File: config.mk
export PLATFORM = sky130hd
export DESIGN_NAME = serial_bus_csr_state_and_split_timeout_top_flat
export DESIGN_NICKNAME = d
export VERILOG_FILES = /design/src/sbcsr_pkg.sv /design/src/sbcsr_req_if.sv /design/src/sbcsr_rsp_if.sv /design/src/sbcsr_front.sv /design/src/sbcsr_queue.sv /design/src/sbcsr_back.sv /design/src/serial_bus_csr_state_and_split_timeout_top.sv /design/src/flat_wrapper.sv
export SDC_FILE = /design/constraint.sdc
export NUM_CORES = 1
export LEC_CHECK = 0
export BUFFER_PORTS_ARGS = -buffer_cell sky130_fd_sc_hd__clkbuf_2
export CELL_PAD_IN_SITES_DETAIL_PLACEMENT = 0
export CELL_PAD_IN_SITES_GLOBAL_PLACEMENT = 1
export CORE_MARGIN = 5
export CORE_UTILIZATION = 48
export DETAILED_ROUTE_END_ITERATION = 7
export PLACE_DENSITY = 0.88
export SYNTH_ARGS = -nofsm -noshare
export SYNTH_HDL_FRONTEND = slang
export SYNTH_SLANG_ARGS = --single-unit
File: constraint.sdc
create_clock -name clk_i -period 8.85 [get_ports clk_i]
set_clock_uncertainty 0.05 [all_clocks]
set_input_delay 1.77 -clock clk_i [delete_from_list [all_inputs] [get_ports clk_i]]
set_output_delay 1.77 -clock clk_i [all_outputs]
set_load 0.005 [all_outputs]
File: src/sbcsr_pkg.sv
`timescale 1ns / 1ps
// ----------------------------------------------------------------------------
// Serial bus CSR package
// Shared types, constants and helpers of the CSR STATE and split-timeout block.
// ----------------------------------------------------------------------------
package sbcsr_pkg;

  localparam int unsigned OpW   = 4;
  localparam int unsigned DataW = 32;
  localparam int unsigned LoW   = 13;
  localparam int unsigned HiW   = 3;
  localparam int unsigned CycW  = 16;
  localparam int unsigned StW   = 3;

  localparam logic [DataW-1:0] CapsWord     = 32'h0000_83C0;
  localparam logic [LoW-1:0]   LoMin        = 13'd800;
  localparam logic [LoW-1:0]   LoMax        = 13'd7999;
  localparam logic [LoW-1:0]   LoReset      = 13'd800;
  localparam int unsigned      LoShift      = 19;
  localparam logic [CycW-1:0]  CyclesPerSec = 16'd8000;

  // Positions of the kept STATE bits in the packed state vector.
  localparam int unsigned StCmstr = 0;
  localparam int unsigned StAbd   = 1;
  localparam int unsigned StDreq  = 2;

  // Positions of the same bits in the STATE quadlet.
  localparam int unsigned QdCmstr = 8;
  localparam int unsigned QdAbd   = 10;
  localparam int unsigned QdDreq  = 14;

  typedef enum logic [OpW-1:0] {
    OpRdCaps   = 4'd0,
    OpRdState  = 4'd1,
    OpBitSet   = 4'd2,
    OpBitClr   = 4'd3,
    OpRdHi     = 4'd4,
    OpRdLo     = 4'd5,
    OpWrHi     = 4'd6,
    OpWrLo     = 4'd7,
    OpBusReset = 4'd8,
    OpReinit   = 4'd9,
    OpNop      = 4'd15
  } op_e;

  typedef struct packed {
    op_e            op;
    logic [LoW-1:0] arg;
    logic           root;
    logic           cmc;
  } cmd_t;

  function automatic logic [DataW-1:0] state_word(input logic [StW-1:0] st);
    logic [DataW-1:0] w;
    w          = '0;
    w[QdCmstr] = st[StCmstr];
    w[QdAbd]   = st[StAbd];
    w[QdDreq]  = st[StDreq];
    return w;
  endfunction

  function automatic logic [CycW-1:0] split_cycles(input logic [HiW-1:0] hi,
                                                   input logic [LoW-1:0] lo);
    return CycW'(CycW'(hi) * CyclesPerSec) + CycW'(lo);
  endfunction

endpackage

File: src/sbcsr_req_if.sv
`timescale 1ns / 1ps
// ----------------------------------------------------------------------------
// Request channel
// Valid/ready channel that carries one register access transaction.
// ----------------------------------------------------------------------------
interface sbcsr_req_if;
  logic                      valid;
  logic                      ready;
  logic [sbcsr_pkg::OpW-1:0] opcode;
  logic [sbcsr_pkg::DataW-1:0] write_data;
  logic                      node_is_root;
  logic                      cycle_master_capable;

  modport source (output valid, opcode, write_data, node_is_root, cycle_master_capable,
                  input ready);
  modport sink (input valid, opcode, write_data, node_is_root, cycle_master_capable,
                output ready);
endinterface

File: src/sbcsr_rsp_if.sv
`timescale 1ns / 1ps
// ----------------------------------------------------------------------------
// Response channel
// Valid/ready channel that carries one access result transaction.
// ----------------------------------------------------------------------------
interface sbcsr_rsp_if;
  logic                         valid;
  logic                         ready;
  logic [sbcsr_pkg::DataW-1:0]  read_data;
  logic [sbcsr_pkg::CycW-1:0]   split_timeout_cycles;
  logic                         cycle_master_on;
  logic                         cycle_master_off;

  modport source (output valid, read_data, split_timeout_cycles, cycle_master_on,
                  cycle_master_off, input ready);
  modport sink (input valid, read_data, split_timeout_cycles, cycle_master_on,
                cycle_master_off, output ready);
endinterface

File: src/sbcsr_front.sv
`timescale 1ns / 1ps
// ----------------------------------------------------------------------------
// CSR front end
// Accepts access transactions and turns them into compact commands.
// ----------------------------------------------------------------------------
module sbcsr_front (
  sbcsr_req_if.sink          req_i,
  output sbcsr_pkg::cmd_t    cmd_o,
  output logic               cmd_valid_o,
  input  logic               cmd_ready_i
);
  import sbcsr_pkg::*;

  logic [LoW-1:0] lo_raw;

  assign req_i.ready = cmd_ready_i;
  assign cmd_valid_o = req_i.valid;
  assign lo_raw      = req_i.write_data[DataW-1:LoShift];

  always_comb begin
    cmd_o      = '0;
    cmd_o.root = req_i.node_is_root;
    cmd_o.cmc  = req_i.cycle_master_capable;
    if (req_i.opcode <= OpW'(OpReinit)) begin
      cmd_o.op = op_e'(req_i.opcode);
    end else begin
      cmd_o.op = OpNop;
    end
    unique case (cmd_o.op)
      OpBitSet, OpBitClr: begin
        cmd_o.arg[StCmstr] = req_i.write_data[QdCmstr];
        cmd_o.arg[StAbd]   = req_i.write_data[QdAbd];
        cmd_o.arg[StDreq]  = req_i.write_data[QdDreq];
      end
      OpWrHi: begin
        cmd_o.arg[HiW-1:0] = req_i.write_data[HiW-1:0];
      end
      OpWrLo: begin
        if (lo_raw < LoMin) begin
          cmd_o.arg = LoMin;
        end else if (lo_raw > LoMax) begin
          cmd_o.arg = LoMax;
        end else begin
          cmd_o.arg = lo_raw;
        end
      end
      default: begin
      end
    endcase
  end

endmodule

File: src/sbcsr_queue.sv
`timescale 1ns / 1ps
// ----------------------------------------------------------------------------
// Command queue
// Small FIFO that decouples the front end from the execute stage.
// ----------------------------------------------------------------------------
module sbcsr_queue #(
  parameter int unsigned Depth = 2
) (
  input  logic            clk_i,
  input  logic            rst_ni,
  input  sbcsr_pkg::cmd_t push_data_i,
  input  logic            push_valid_i,
  output logic            push_ready_o,
  output sbcsr_pkg::cmd_t pop_data_o,
  output logic            pop_valid_o,
  input  logic            pop_ready_i
);
  import sbcsr_pkg::*;

  localparam int unsigned PtrW = (Depth > 1) ? $clog2(Depth) : 1;
  localparam int unsigned CntW = $clog2(Depth + 1);

  cmd_t            mem_q [Depth];
  logic [PtrW-1:0] wr_ptr_q, wr_ptr_d, rd_ptr_q, rd_ptr_d;
  logic [CntW-1:0] cnt_q, cnt_d;
  logic            push, pop;

  assign push_ready_o = (cnt_q != CntW'(Depth));
  assign pop_valid_o  = (cnt_q != '0);
  assign pop_data_o   = mem_q[rd_ptr_q];
  assign push         = push_valid_i && push_ready_o;
  assign pop          = pop_valid_o && pop_ready_i;

  always_comb begin
    wr_ptr_d = wr_ptr_q;
    rd_ptr_d = rd_ptr_q;
    cnt_d    = cnt_q;
    if (push) begin
      wr_ptr_d = (wr_ptr_q == PtrW'(Depth - 1)) ? '0 : wr_ptr_q + 1'b1;
    end
    if (pop) begin
      rd_ptr_d = (rd_ptr_q == PtrW'(Depth - 1)) ? '0 : rd_ptr_q + 1'b1;
    end
    if (push && !pop) begin
      cnt_d = cnt_q + 1'b1;
    end else if (pop && !push) begin
      cnt_d = cnt_q - 1'b1;
    end
  end

  always_ff @(posedge clk_i or negedge rst_ni) begin
    if (!rst_ni) begin
      wr_ptr_q <= '0;
      rd_ptr_q <= '0;
      cnt_q    <= '0;
    end else begin
      wr_ptr_q <= wr_ptr_d;
      rd_ptr_q <= rd_ptr_d;
      cnt_q    <= cnt_d;
    end
  end

  always_ff @(posedge clk_i) begin
    if (push) begin
      mem_q[wr_ptr_q] <= push_data_i;
    end
  end

endmodule

File: src/sbcsr_back.sv
`timescale 1ns / 1ps
// ----------------------------------------------------------------------------
// CSR execute stage
// Holds the STATE and split-timeout registers, executes one command per cycle
// unless a held result is still waiting to be taken, and registers the result transaction.
// ----------------------------------------------------------------------------
module sbcsr_back (
  input  logic                     clk_i,
  input  logic                     rst_ni,
  input  logic                     cfg_we_i,
  input  logic [sbcsr_pkg::LoW-1:0] cfg_wdata_i,
  input  sbcsr_pkg::cmd_t          cmd_i,
  input  logic                     cmd_valid_i,
  output logic                     cmd_ready_o,
  sbcsr_rsp_if.source              rsp_o
);
  import sbcsr_pkg::*;

  logic [StW-1:0]   st_q, st_d;
  logic [HiW-1:0]   hi_q, hi_d;
  logic [LoW-1:0]   lo_q, lo_d;
  logic             root_seen_q, root_seen_d;
  logic [LoW-1:0]   cfg_lo_q;
  logic             vld_q;
  logic [DataW-1:0] rd_q, rd_d;
  logic [CycW-1:0]  cyc_q;
  logic             on_q, on_d, off_q, off_d;
  logic             exec;

  assign cmd_ready_o = !vld_q || rsp_o.ready;
  assign exec        = cmd_valid_i && cmd_ready_o;

  assign rsp_o.valid                = vld_q;
  assign rsp_o.read_data            = rd_q;
  assign rsp_o.split_timeout_cycles = cyc_q;
  assign rsp_o.cycle_master_on      = on_q;
  assign rsp_o.cycle_master_off     = off_q;

  always_comb begin
    st_d        = st_q;
    hi_d        = hi_q;
    lo_d        = lo_q;
    root_seen_d = root_seen_q;
    rd_d        = '0;
    on_d        = 1'b0;
    off_d       = 1'b0;
    unique case (cmd_i.op)
      OpRdCaps:  rd_d = CapsWord;
      OpRdState: rd_d = state_word(st_q);
      OpBitSet: begin
        st_d = st_q | cmd_i.arg[StW-1:0];
        on_d = cmd_i.arg[StCmstr] && cmd_i.root;
      end
      OpBitClr: begin
        st_d  = st_q & ~cmd_i.arg[StW-1:0];
        off_d = cmd_i.arg[StCmstr] && cmd_i.root;
      end
      OpRdHi:    rd_d = DataW'(hi_q);
      OpRdLo:    rd_d = {lo_q, {LoShift{1'b0}}};
      OpWrHi:    hi_d = cmd_i.arg[HiW-1:0];
      OpWrLo:    lo_d = cmd_i.arg;
      OpBusReset: begin
        st_d[StAbd] = 1'b0;
        if (!cmd_i.root) begin
          root_seen_d   = 1'b0;
          st_d[StCmstr] = 1'b0;
        end else if (!root_seen_q) begin
          root_seen_d   = 1'b1;
          st_d[StCmstr] = cmd_i.cmc;
          on_d          = cmd_i.cmc;
          off_d         = !cmd_i.cmc;
        end
      end
      OpReinit: begin
        st_d        = '0;
        hi_d        = '0;
        lo_d        = cfg_lo_q;
        root_seen_d = 1'b0;
      end
      default: begin
      end
    endcase
  end

  always_ff @(posedge clk_i or negedge rst_ni) begin
    if (!rst_ni) begin
      st_q        <= '0;
      hi_q        <= '0;
      lo_q        <= LoReset;
      root_seen_q <= 1'b0;
      cfg_lo_q    <= LoReset;
      vld_q       <= 1'b0;
    end else begin
      if (cfg_we_i) begin
        cfg_lo_q <= cfg_wdata_i;
      end
      if (exec) begin
        st_q        <= st_d;
        hi_q        <= hi_d;
        lo_q        <= lo_d;
        root_seen_q <= root_seen_d;
        vld_q       <= 1'b1;
      end else if (rsp_o.ready) begin
        vld_q <= 1'b0;
      end
    end
  end

  always_ff @(posedge clk_i) begin
    if (exec) begin
      rd_q  <= rd_d;
      cyc_q <= split_cycles(hi_d, lo_d);
      on_q  <= on_d;
      off_q <= off_d;
    end
  end

endmodule

File: src/serial_bus_csr_state_and_split_timeout_top.sv
`timescale 1ns / 1ps
// ----------------------------------------------------------------------------
// Serial bus CSR STATE and split-timeout block
// Top level: front end, command queue and execute stage.
// ----------------------------------------------------------------------------
// The block sustains one access transaction per clock cycle in both
// directions while every result is taken. A transaction is decoded in the
// front end on the cycle it is accepted, is written into a QueueDepth-entry
// command queue, and is then executed by the execute stage, which updates
// the registers and loads the result register; the result is held valid
// until it is taken. Requests are accepted while the queue has room, so a
// stalled response side is absorbed by QueueDepth plus one transactions.
// Write initial_split_lo only while no transaction is in flight.
module serial_bus_csr_state_and_split_timeout_top #(
  parameter int unsigned QueueDepth = 2
) (
  input  logic                      clk_i,
  input  logic                      rst_ni,
  input  logic                      cfg_we_i,
  input  logic [sbcsr_pkg::LoW-1:0] cfg_wdata_i,
  sbcsr_req_if.sink                 req_i,
  sbcsr_rsp_if.source               rsp_o
);
  import sbcsr_pkg::*;

  cmd_t front_cmd, queue_cmd;
  logic front_valid, front_ready;
  logic queue_valid, queue_ready;

  sbcsr_front u_front (
    .req_i       (req_i),
    .cmd_o       (front_cmd),
    .cmd_valid_o (front_valid),
    .cmd_ready_i (front_ready)
  );

  sbcsr_queue #(
    .Depth (QueueDepth)
  ) u_queue (
    .clk_i        (clk_i),
    .rst_ni       (rst_ni),
    .push_data_i  (front_cmd),
    .push_valid_i (front_valid),
    .push_ready_o (front_ready),
    .pop_data_o   (queue_cmd),
    .pop_valid_o  (queue_valid),
    .pop_ready_i  (queue_ready)
  );

  sbcsr_back u_back (
    .clk_i       (clk_i),
    .rst_ni      (rst_ni),
    .cfg_we_i    (cfg_we_i),
    .cfg_wdata_i (cfg_wdata_i),
    .cmd_i       (queue_cmd),
    .cmd_valid_i (queue_valid),
    .cmd_ready_o (queue_ready),
    .rsp_o       (rsp_o)
  );

`ifndef SYNTH
  a_on_off_excl: assert property (@(posedge clk_i) disable iff (!rst_ni)
    rsp_o.valid |-> !(rsp_o.cycle_master_on && rsp_o.cycle_master_off))
    else $error("cycle master on and off raised together");

  a_timeout_range: assert property (@(posedge clk_i) disable iff (!rst_ni)
    rsp_o.valid |-> (rsp_o.split_timeout_cycles <= 16'd64191))
    else $error("split timeout out of range");

  a_drain: assert property (@(posedge clk_i) disable iff (!rst_ni)
    (rsp_o.valid && rsp_o.ready && !queue_valid) |=> !rsp_o.valid)
    else $error("result shown without a queued command");
`endif

endmodule
File: src/flat_wrapper.sv
// flat-port wrapper written by rule: the top's interface ports become plain ports
module serial_bus_csr_state_and_split_timeout_top_flat import sbcsr_pkg::*;
#(
  parameter int unsigned QueueDepth = 2
)
  (clk_i, rst_ni, cfg_we_i, cfg_wdata_i, req_i_valid, req_i_opcode, req_i_write_data, req_i_node_is_root, req_i_cycle_master_capable, req_i_ready, rsp_o_valid, rsp_o_read_data, rsp_o_split_timeout_cycles, rsp_o_cycle_master_on, rsp_o_cycle_master_off, rsp_o_ready);
  sbcsr_req_if req_i_i ();
  sbcsr_rsp_if rsp_o_i ();
  input  logic clk_i;
  input  logic rst_ni;
  input  logic cfg_we_i;
  input  logic [sbcsr_pkg::LoW-1:0] cfg_wdata_i;
  input wire logic [$bits(req_i_i.valid)-1:0] req_i_valid;
  input wire logic [$bits(req_i_i.opcode)-1:0] req_i_opcode;
  input wire logic [$bits(req_i_i.write_data)-1:0] req_i_write_data;
  input wire logic [$bits(req_i_i.node_is_root)-1:0] req_i_node_is_root;
  input wire logic [$bits(req_i_i.cycle_master_capable)-1:0] req_i_cycle_master_capable;
  output wire logic [$bits(req_i_i.ready)-1:0] req_i_ready;
  output wire logic [$bits(rsp_o_i.valid)-1:0] rsp_o_valid;
  output wire logic [$bits(rsp_o_i.read_data)-1:0] rsp_o_read_data;
  output wire logic [$bits(rsp_o_i.split_timeout_cycles)-1:0] rsp_o_split_timeout_cycles;
  output wire logic [$bits(rsp_o_i.cycle_master_on)-1:0] rsp_o_cycle_master_on;
  output wire logic [$bits(rsp_o_i.cycle_master_off)-1:0] rsp_o_cycle_master_off;
  input wire logic [$bits(rsp_o_i.ready)-1:0] rsp_o_ready;
  assign req_i_i.valid = req_i_valid;
  assign req_i_i.opcode = req_i_opcode;
  assign req_i_i.write_data = req_i_write_data;
  assign req_i_i.node_is_root = req_i_node_is_root;
  assign req_i_i.cycle_master_capable = req_i_cycle_master_capable;
  assign req_i_ready = req_i_i.ready;
  assign rsp_o_valid = rsp_o_i.valid;
  assign rsp_o_read_data = rsp_o_i.read_data;
  assign rsp_o_split_timeout_cycles = rsp_o_i.split_timeout_cycles;
  assign rsp_o_cycle_master_on = rsp_o_i.cycle_master_on;
  assign rsp_o_cycle_master_off = rsp_o_i.cycle_master_off;
  assign rsp_o_i.ready = rsp_o_ready;
  serial_bus_csr_state_and_split_timeout_top #(.QueueDepth(QueueDepth)) u_core (.clk_i(clk_i), .rst_ni(rst_ni), .cfg_we_i(cfg_we_i), .cfg_wdata_i(cfg_wdata_i), .req_i(req_i_i), .rsp_o(rsp_o_i));
endmodule
==> results of run 1 <==
layout make-up:
cell class              instances  area share, %
well taps                     143          2.637
repair buffers                 89          6.713
inverters                      23          1.273
multi-input cells             321          33.55
clock buffers                  18          6.326
clock inverters                14          1.734
flip-flops and latches        114          47.77
state kept, by name, indices dropped and copies added, names as in the netlist, 2 cells and up:
| signal | count |
|---|---|
| u_core.u_queue.mem_q | 38 |
| u_core.u_back.rsp_o.read_data | 20 |
| u_core.u_back.rsp_o.split_timeout_cycles | 16 |
| u_core.u_back.cfg_lo_q | 13 |
| u_core.u_back.lo_q | 13 |
| u_core.u_back.hi_q | 3 |
| u_core.u_back.st_q | 3 |
| u_core.u_queue.cnt_q | 2 |
cell families (layout without fill, tap and decap cells):
family | after synthesis | after routing
AND/OR/NAND/NOR | 159 | 159
flip-flops | 114 | 114
AO/OA/AOI/OAI | 78 | 78
buffers and inverters | 49 | 144
multiplexers | 34 | 34
XOR/XNOR | 21 | 21
adder cells (fa/ha/maj) | 20 | 20
other | 1 | 9
cells in the final DEF, fill, tap and decap left out, types with 6 or more instances in the layout:
cell type / n
sky130_fd_sc_hd__mux2_2: 15
sky130_fd_sc_hd__nand2_1: 53
sky130_fd_sc_hd__xnor2_1: 12
sky130_fd_sc_hd__and3_1: 17
sky130_fd_sc_hd__clkbuf_16: 17
sky130_fd_sc_hd__a21o_1: 6
sky130_fd_sc_hd__a221o_1: 13
sky130_fd_sc_hd__dfstp_2: 6
sky130_fd_sc_hd__dfrtp_1: 32
sky130_fd_sc_hd__xor2_1: 8
sky130_fd_sc_hd__nor2b_1: 9
sky130_fd_sc_hd__mux2i_1: 16
sky130_fd_sc_hd__clkbuf_2: 85
sky130_fd_sc_hd__a21oi_1: 12
sky130_fd_sc_hd__nor3_1: 7
sky130_fd_sc_hd__ha_1: 16
sky130_fd_sc_hd__o21ai_0: 11
sky130_fd_sc_hd__conb_1: 9
sky130_fd_sc_hd__nor2_1: 47
sky130_fd_sc_hd__nand2b_1: 6
sky130_fd_sc_hd__and2_1: 6
sky130_fd_sc_hd__inv_1: 22
sky130_fd_sc_hd__edfxtp_1: 76
routing by layer:
metal / GRT usage [%] / vias up
met5: 0 / -
met4: 5.358 / 0
met3: 4.502 / 10
met2: 28.26 / 116
met1: 21.84 / 1857
li1: - / 1881
worst paths after layout:
kind                                                                      to                    start  slack [ns]  cells after the start
worst max-delay path            u_core.u_back.rsp_o.split_timeout_cycles[15]  u_core.u_queue.rd_ptr_q        3.59                     17
worst min-delay path                                   u_core.u_back.lo_q[5]    u_core.u_back.lo_q[5]        0.43                      2
worst max register to register  u_core.u_back.rsp_o.split_timeout_cycles[15]  u_core.u_queue.rd_ptr_q        3.59                     17
worst min register to register                         u_core.u_back.lo_q[5]    u_core.u_back.lo_q[5]        0.43                      2
max in group asynchronous                          u_core.u_back.cfg_lo_q[4]                   rst_ni        6.70                      1
min in group asynchronous                            u_core.u_queue.cnt_q[1]                   rst_ni        1.45                      1
worst reg2reg max path, cell delays in order, from the launching register on:
cell and delay (ns):
sky130_fd_sc_hd__dfrtp_1 0.36, sky130_fd_sc_hd__buf_4 0.27, sky130_fd_sc_hd__or3b_1 0.48, sky130_fd_sc_hd__a2bb2oi_4 0.52
sky130_fd_sc_hd__nor2_1 0.16, sky130_fd_sc_hd__a22oi_1 0.55, sky130_fd_sc_hd__fa_1 0.57, sky130_fd_sc_hd__xor2_1 0.23
sky130_fd_sc_hd__ha_1 0.18, sky130_fd_sc_hd__a21o_1 0.10, sky130_fd_sc_hd__inv_1 0.05, sky130_fd_sc_hd__fa_1 0.48
sky130_fd_sc_hd__inv_1 0.05, sky130_fd_sc_hd__ha_1 0.32, sky130_fd_sc_hd__nor2b_1 0.24, sky130_fd_sc_hd__o211ai_1 0.13
sky130_fd_sc_hd__mux2i_1 0.18, sky130_fd_sc_hd__xor2_1 0.08
power by group through the flow:
stage / registers [mW] / logic (mW) / clock network (mW)
5_1_grt: 0.894 / 1.20 / 0.650
4_1_cts: 0.877 / 1.08 / 0.623
6_report: 0.875 / 1.07 / 0.616
2_1_floorplan: 0.882 / 0.783 / 0
3_5_place_dp: 0.885 / 1.07 / 0
3_3_place_gp: 0.877 / 1.04 / 0
==> impl_table.tex, run 1 <==
\begin{tabular}{lr}
\hline
Metric & Value \\
\hline
\multicolumn{2}{l}{\textbf{Run status}} \\
\quad Status & complete, no violations \\
\multicolumn{2}{l}{\textbf{Route}} \\
\quad Drt drc & 0 \\
\quad Number of optimization iterations in the first detailed-route pass & 5 \\
\quad Routed wire per std cell & about 16 µm \\
\quad Total wire length & about 12000 µm \\
\quad Uppermost layer routed & met4 \\
\quad Routed wl met2 & 5667 µm \\
\quad Number of vias per cell & 5.352 \\
\quad Length of routed wiring on met1 & 5160 µm \\
\quad Iteration-0 DRC Markers & 192 \\
\quad Number of antenna-violating nets in the routed design & 0 \\
\quad Met3 Routed Length & 689 µm \\
\quad Number of vias after detailed routing & 3864 \\
\multicolumn{2}{l}{\textbf{Synth}} \\
\quad Mapped Area & 5724 µm² \\
\quad Number of warnings reported in the yosys synthesis log & 0 \\
\quad Simple-gate area share of the yosys netlist & 13.29\% \\
\quad Most common library cells after synthesis & 76 x sky130\_fd\_sc\_hd\_\_edfxtp\_1, 53 x sky130\_fd\_sc\_hd\_\_nand2\_1, 47 x sky130\_fd\_sc\_hd\_\_nor2\_1 \\
\quad EDFF count, synth & 76 \\
\quad Post-synth top area cell & sky130\_fd\_sc\_hd\_\_edfxtp\_1 \\
\quad Share of the synthesized area in compound gates (AO/OA/AOI/OAI) & between 10\% and 20\% \\
\quad Dominant combinational cell family by area after synthesis & simple AND/OR/NAND/NOR gates \\
\quad Leading cell type by number of instances after synthesis & sky130\_fd\_sc\_hd\_\_edfxtp\_1 \\
\quad Prevailing post-synth register cell & sky130\_fd\_sc\_hd\_\_edfxtp\_1 \\
\quad Area contributors post-synth & sky130\_fd\_sc\_hd\_\_edfxtp\_1 40\%, sky130\_fd\_sc\_hd\_\_dfrtp\_1 14\%, sky130\_fd\_sc\_hd\_\_ha\_1 3.5\% \\
\quad Yosys top cell area share & 39.87\% \\
\quad Portion of netlist area occupied by mux cells & 6.536\% \\
\quad Count of distinct cell types in the synthesized netlist & 62 \\
\quad Post-synthesis area per instance & 12.03 µm² \\
\quad Xor and xnor fraction of the mapped netlist area & 3.344\% \\
\quad Post-synthesis cell count & 476 \\
\quad Sequential-to-total area share from yosys stat & a little under three fifths \\
\quad Fraction of the mapped netlist area in adder cells & 4.896\% \\
\quad Number of register bits inferred by synthesis & between 100 and 150 \\
\quad Proportion of synthesized flip-flops having asynchronous set or reset & about a third \\
\multicolumn{2}{l}{\textbf{Global route}} \\
\quad Global-route congestion overflow total & 0 \\
\quad First-pass GRT wire length & 19150 µm \\
\quad Number of global-route vias before repair & 3896 \\
\quad Maximum number of pins on one net before global-route repair & 55 \\
\quad Global-route usage over all layers & approximately 17\% \\
\quad Antenna violations before repair & 0 \\
\multicolumn{2}{l}{\textbf{Timing}} \\
\quad Highest attainable clock frequency & 190.0 MHz \\
\quad Final Cycle Share & 59.47\% \\
\quad Relative max-transition margin & between 20\% and 30\% \\
\quad Number of pins with negative max-slew slack in the final report & 0 \\
\quad Final setup vio count & 0 \\
\quad Minimum period implied by the final worst setup slack & 5.263 ns \\
\quad Hold violation total from the final report & 0 \\
\quad Sum Neg Setup Slack & 0 ns \\
\quad Final critical-path setup slack & 3.587 ns \\
\quad Hold\_ws & 0.4255 ns \\
\quad RSZ-0062 raised after global routing & false \\
\quad Slew at the pin closest to its max-slew limit & 1.055 ns \\
\multicolumn{2}{l}{\textbf{Setup path}} \\
\quad Critical-path maximum fanout & 33 \\
\quad Req. time, crit path & approximately 9 ns \\
\quad Largest stage delay on the critical path & 0.57 ns \\
\quad Worst path bufs/invs & 3 \\
\quad Crit path capture type & flip-flop \\
\quad Crit Path Category & flip-flop to flip-flop \\
\quad List of cells traversed by the critical path & buf\_4, or3b\_1, a2bb2oi\_4, nor2\_1, a22oi\_1, fa\_1, xor2\_1, ha\_1, a21o\_1, inv\_1, fa\_1, inv\_1, ha\_1, nor2b\_1, o211ai\_1, mux2i\_1, xor2\_1 \\
\quad Critical path's top delay family & adder cells \\
\quad Critical path's slowest cell & sky130\_fd\_sc\_hd\_\_fa\_1 \\
\quad CP Data Arrival Time & 5.36 ns \\
\quad Startpoint kind of the worst setup timing path & flip-flop \\
\multicolumn{2}{l}{\textbf{Floorplanning}} \\
\quad Die area & between 10000 and 15000 µm² \\
\quad Overall die width & 119.2 µm \\
\quad Core Region & $\sim$12000 µm² \\
\quad Chip Height & 119.2 µm \\
\quad Row count & 39 \\
\quad Starting density of the core & 49.50\% \\
\quad Num ports & 108 \\
\multicolumn{2}{l}{\textbf{Placed design}} \\
\quad IO Port Bufs & 85 \\
\quad Minimum setup slack after placement & 3.617 ns \\
\quad Placed Instance Area & 6237 µm² \\
\quad Cells after DPL & 690 \\
\quad Final HPWL DP & roughly 8400 µm \\
\quad Routability congestion estimate from global placement & 0.8667 \\
\multicolumn{2}{l}{\textbf{Final layout}} \\
\quad Area of combinational cells with multiple inputs & roughly 2300 µm² \\
\quad Antenna diode instance count & 0 \\
\quad Signed area change from the synthesized netlist to the final layout & 18.51\% \\
\quad Layout cell share with drive strength beyond 1 & between 20\% and 30\% \\
\quad Final Util & 58.66\% \\
\quad Number of fill cells & approximately 920 \\
\quad Fin area & 6784 µm² \\
\quad Storage cell area & 3241 µm² \\
\quad NumNets Final & 642 \\
\quad Non-filler cells in the finished layout & a little over 700 \\
\multicolumn{2}{l}{\textbf{Clocking}} \\
\quad CTS max path bufs & 2 \\
\quad Count of hold buffers inserted by post-cts repair & 0 \\
\quad Root Buffer & sky130\_fd\_sc\_hd\_\_clkbuf\_16 \\
\quad Postcts setup bufs & 0 \\
\quad Inserted Clock Buffers & 17 \\
\quad Clock transition time at the flip-flop clock pins of the worst setup and hold paths & 0.05 ns \\
\quad Number of clock sinks & 114 \\
\quad CTS H-tree lvls & 4 \\
\quad Worst-skew pair later-pin latency & a little over 0.4 ns \\
\quad CTS resizes & 0 \\
\quad Clock tree from TritonCTS & yes \\
\multicolumn{2}{l}{\textbf{Pwr}} \\
\quad Switching share of total power & 36.51\% \\
\quad Share of total power in the clock network & 24.0\% \\
\quad Int Pwr & 1.628 mW \\
\quad Psw & $\sim$940 µW \\
\quad Total power density per cell area & 378.0 nW/µm² \\
\quad Combinational fraction of design power & 41.8\% \\
\quad Leak pwr & 3.020 nW \\
\quad Proportion of power drawn by flip-flops and latches & 34.1\% \\
\quad Worst voltage drop across the vdd grid & 161.5 µV \\
\quad Total power consumption of the routed design & 2.565 mW \\
\multicolumn{2}{l}{\textbf{Min path}} \\
\quad Path class of the lowest-slack min-delay path & flip-flop to flip-flop \\
\multicolumn{2}{l}{\textbf{Flow run}} \\
\quad Max-capacitance violation count & 0 \\
\hline
\end{tabular}
Power figures use the tool's default switching activity.
==> run 2, diff against run 1 <==
--- a/config.mk
+++ b/config.mk
@@ -9,9 +9,9 @@
 export CELL_PAD_IN_SITES_DETAIL_PLACEMENT = 0
 export CELL_PAD_IN_SITES_GLOBAL_PLACEMENT = 1
 export CORE_MARGIN = 5
-export CORE_UTILIZATION = 48
+export CORE_UTILIZATION = 40
 export DETAILED_ROUTE_END_ITERATION = 7
-export PLACE_DENSITY = 0.88
+export PLACE_DENSITY = 0.78
 export SYNTH_ARGS = -nofsm -noshare
 export SYNTH_HDL_FRONTEND = slang
 export SYNTH_SLANG_ARGS = --single-unit
==> constraint.sdc (replaced) <==
create_clock -name clk_i -period 4.4 [get_ports clk_i]
set_clock_uncertainty 0.05 [all_clocks]
set_input_delay 0.88 -clock clk_i [delete_from_list [all_inputs] [get_ports clk_i]]
set_output_delay 0.88 -clock clk_i [all_outputs]
set_load 0.005 [all_outputs]
==> impl_table.tex, run 2 (same netlist as run 1, synthesis figures left out) <==
\begin{tabular}{lr}
\hline
Metric & Value \\
\hline
\multicolumn{2}{l}{\textbf{Global route}} \\
\quad First-pass GRT wire length & 19870 µm (+3.7\%) \\
\quad Global-route usage over all layers & 15.34\% (-1.7 points) \\
\quad Global-route congestion overflow total & 0 (unchanged) \\
\quad Maximum number of pins on one net before global-route repair & 55 (unchanged) \\
\quad Number of global-route vias before repair & 4022 (+3.2\%) \\
\quad Antenna violations before repair & 0 (unchanged) \\
\multicolumn{2}{l}{\textbf{Placed design}} \\
\quad Final HPWL DP & 9123 µm (+8.3\%) \\
\quad Placed Instance Area & 6590 µm² (+5.7\%) \\
\quad Minimum setup slack after placement & -0.07618 ns (-3.694 ns) \\
\quad Cells after DPL & 763 (+11\%) \\
\quad IO Port Bufs & 85 (unchanged) \\
\quad Routability congestion estimate from global placement & 0.8184 (-5.6\%) \\
\multicolumn{2}{l}{\textbf{Route}} \\
\quad Drt drc & 0 (unchanged) \\
\quad Iteration-0 DRC Markers & 287 (+49\%) \\
\quad Number of vias after detailed routing & 4012 (+3.8\%) \\
\quad Number of antenna-violating nets in the routed design & 0 (unchanged) \\
\quad Routed wire per std cell & 15.35 µm (-4.6\%) \\
\quad Number of vias per cell & 5.002 (-6.5\%) \\
\quad Total wire length & 12310 µm (+6.0\%) \\
\quad Number of optimization iterations in the first detailed-route pass & 4 (-1) \\
\multicolumn{2}{l}{\textbf{Setup path}} \\
\quad CP Data Arrival Time & 4.41 ns (-0.95 ns) \\
\quad List of cells traversed by the critical path & buf\_12, buf\_12, buf\_4, mux2\_4, o211ai\_1, a2bb2oi\_2, fa\_1, xor2\_2, ha\_2, a21o\_1, inv\_2, fa\_1, inv\_2, ha\_4, or2\_4, o211ai\_1, mux2i\_1, xor2\_1 \\
\quad Worst Setup EP & u\_core.u\_back.rsp\_o.split\_timeout\_cycles[15] \\
\quad Length in cells of the worst reg-to-reg path & 18 (+1) \\
\quad Setup slack of the worst register-to-register path & 0.09 ns (-3.50 ns) \\
\quad Stages on the worst setup path & 18 (+1) \\
\quad Critical path's top delay family & adder cells \\
\quad Critical Path Start & u\_core.u\_queue.rd\_ptr\_q \\
\quad Largest stage delay on the critical path & 0.50 ns (-0.07 ns) \\
\quad Worst path bufs/invs & 5 (+2) \\
\quad Startpoint of the worst register-to-register path & u\_core.u\_queue.rd\_ptr\_q \\
\quad Endpoint of the most critical register-to-register path & u\_core.u\_back.rsp\_o.split\_timeout\_cycles[15] \\
\quad Critical-path maximum fanout & 7 (-79\%) \\
\quad Req. time, crit path & 4.50 ns (-4.45 ns) \\
\quad Startpoint kind of the worst setup timing path & flip-flop \\
\quad Crit path capture type & flip-flop \\
\quad Crit Path Category & flip-flop to flip-flop \\
\quad Critical path's slowest cell & sky130\_fd\_sc\_hd\_\_fa\_1 \\
\multicolumn{2}{l}{\textbf{Pwr}} \\
\quad Psw & 2.004 mW (+110\%) \\
\quad Combinational fraction of design power & 46.7\% (+4.9 points) \\
\quad Worst voltage drop across the vdd grid & 364.1 µV (+130\%) \\
\quad Switching share of total power & 35.64\% (-0.87 points) \\
\quad Proportion of power drawn by flip-flops and latches & 31.5\% (-2.6 points) \\
\quad Total power consumption of the routed design & 5.623 mW (+120\%) \\
\quad Leak pwr & 3.242 nW (+7.3\%) \\
\quad Share of total power in the clock network & 21.7\% (-2.3 points) \\
\quad Total power density per cell area & 776.7 nW/µm² (+110\%) \\
\quad Int Pwr & 3.619 mW (+120\%) \\
\multicolumn{2}{l}{\textbf{Final layout}} \\
\quad Highest-count cells in the layout ignoring fill and taps & 85 x sky130\_fd\_sc\_hd\_\_clkbuf\_2, 76 x sky130\_fd\_sc\_hd\_\_edfxtp\_1, 53 x sky130\_fd\_sc\_hd\_\_nand2\_1 \\
\quad NumNets Final & 685 (+6.7\%) \\
\quad Flip-flop count of the largest register, all copies and words added & 38 (unchanged) \\
\quad Fin area & 7239 µm² (+6.7\%) \\
\quad Register with the most flip-flops & u\_core.u\_queue.mem\_q \\
\quad Number of fill cells & 1217 (+32\%) \\
\quad Signed area change from the synthesized netlist to the final layout & 26.47\% \\
\quad Antenna diode instance count & 0 (unchanged) \\
\quad Non-filler cells in the finished layout & 802 (+11\%) \\
\quad Final Util & 51.95\% (-6.7 points) \\
\quad Layout cell share with drive strength beyond 1 & 35.05\% (+7.4 points) \\
\quad Most common cell after layout, fill and taps aside & sky130\_fd\_sc\_hd\_\_clkbuf\_2 \\
\multicolumn{2}{l}{\textbf{Min path}} \\
\quad Path class of the lowest-slack min-delay path & flip-flop to flip-flop \\
\multicolumn{2}{l}{\textbf{Timing}} \\
\quad Number of pins with negative max-slew slack in the final report & 0 (unchanged) \\
\quad Relative max-transition margin & 31.50\% (+1.8 points) \\
\quad Final setup vio count & 0 (unchanged) \\
\quad Final critical-path setup slack & 0.09053 ns (-3.496 ns) \\
\quad Slew at the pin closest to its max-slew limit & 1.028 ns (-0.02756 ns) \\
\quad Minimum period implied by the final worst setup slack & 4.309 ns (-0.9535 ns) \\
\quad Highest attainable clock frequency & 232.0 MHz (+22\%) \\
\quad Sum Neg Setup Slack & 0 ns (unchanged) \\
\quad Final Cycle Share & 97.94\% (+38 points) \\
\quad RSZ-0062 raised after global routing & true \\
\quad Hold\_ws & 0.4212 ns (-0.004301 ns) \\
\quad Hold violation total from the final report & 0 (unchanged) \\
\multicolumn{2}{l}{\textbf{Floorplanning}} \\
\quad Chip Height & 129.6 µm (+8.7\%) \\
\quad Core Region & 13930 µm² (+20\%) \\
\quad Row count & 43 (+10\%) \\
\quad Num ports & 108 (unchanged) \\
\quad Die area & 16800 µm² (+18\%) \\
\quad Starting density of the core & 41.08\% (-8.4 points) \\
\quad Overall die width & 129.6 µm (+8.7\%) \\
\multicolumn{2}{l}{\textbf{Clocking}} \\
\quad Clock transition time at the flip-flop clock pins of the worst setup and hold paths & 0.05 ns (about the same) \\
\quad Inserted Clock Buffers & 17 (unchanged) \\
\quad Worst-skew pair later-pin latency & 0.41 ns (about the same) \\
\quad Clock tree from TritonCTS & yes \\
\quad CTS H-tree lvls & 4 (unchanged) \\
\quad CTS max path bufs & 2 (unchanged) \\
\quad Number of clock sinks & 114 (unchanged) \\
\quad Root Buffer & sky130\_fd\_sc\_hd\_\_clkbuf\_16 \\
\multicolumn{2}{l}{\textbf{Flow run}} \\
\quad Max-capacitance violation count & 0 (unchanged) \\
\multicolumn{2}{l}{\textbf{Run status}} \\
\quad Status & complete, no violations \\
\hline
\end{tabular}
run 2: cell type report:
| class | count | area (µm²) | share of cell area (%) |
|---|---|---|---|
| Timing Repair Buffer | 132 | 807.0 | 11.15 |
| Inverter | 23 | 86.33 | 1.193 |
| Clock buffer | 20 | 456.7 | 6.308 |
| Sequential cell | 114 | 3241 | 44.76 |
| Clock inverter | 12 | 85.08 | 1.175 |
| Tap cell | 180 | 225.2 | 3.111 |
| Multi-Input combinational cell | 321 | 2338 | 32.30 |
run 2: worst min path at each step:
stage | slack (ns) | endpoint | start | cells after the start
after floorplan | 0.39 | u_core.u_back.lo_q[5] | u_core.u_back.lo_q[5] | 2
after global placement | 0.40 | u_core.u_back.lo_q[8] | u_core.u_back.lo_q[8] | 2
after detailed placement | 0.41 | u_core.u_back.lo_q[8] | u_core.u_back.lo_q[8] | 2
after CTS | 0.42 | u_core.u_back.lo_q[8] | u_core.u_back.lo_q[8] | 2
after global routing | 0.44 | u_core.u_back.lo_q[9] | u_core.u_back.lo_q[9] | 2
final | 0.42 | u_core.u_back.lo_q[8] | u_core.u_back.lo_q[8] | 2
run 2: worst min-delay path, cell delays in order, from the launching register on:
cell                      delay, ns
sky130_fd_sc_hd__dfstp_2       0.37
sky130_fd_sc_hd__nand2_1       0.05
sky130_fd_sc_hd__nand2_1       0.05
run 2: routing by layer:
metal / part of all wire (%) / wire, µm / track usage (%)
met1: 44 / 5463 / 19.92
met2: 48 / 5909 / 24.63
met3: 5.9 / 732 / 4.081
met4: 1.7 / 207 / 5.929
met5: 0 / 0 / 0
run 2: power by group through the flow:
stage / Sequential, mW / Clock [mW] / Combinational [mW]
2_1_floorplan: 1.77 / 0 / 1.58
3_3_place_gp: 1.77 / 0 / 2.43
3_5_place_dp: 1.79 / 0 / 2.47
4_1_cts: 1.77 / 1.25 / 2.55
5_1_grt: 1.81 / 1.30 / 2.90
6_report: 1.77 / 1.22 / 2.63
run 2: what timing repair did:
action,CTS,global route
gates resized for setup,9,7
endpoints found under the setup margin,1,4
pin swaps,8,12
hold buffers,0,0
buffers inserted,2,5
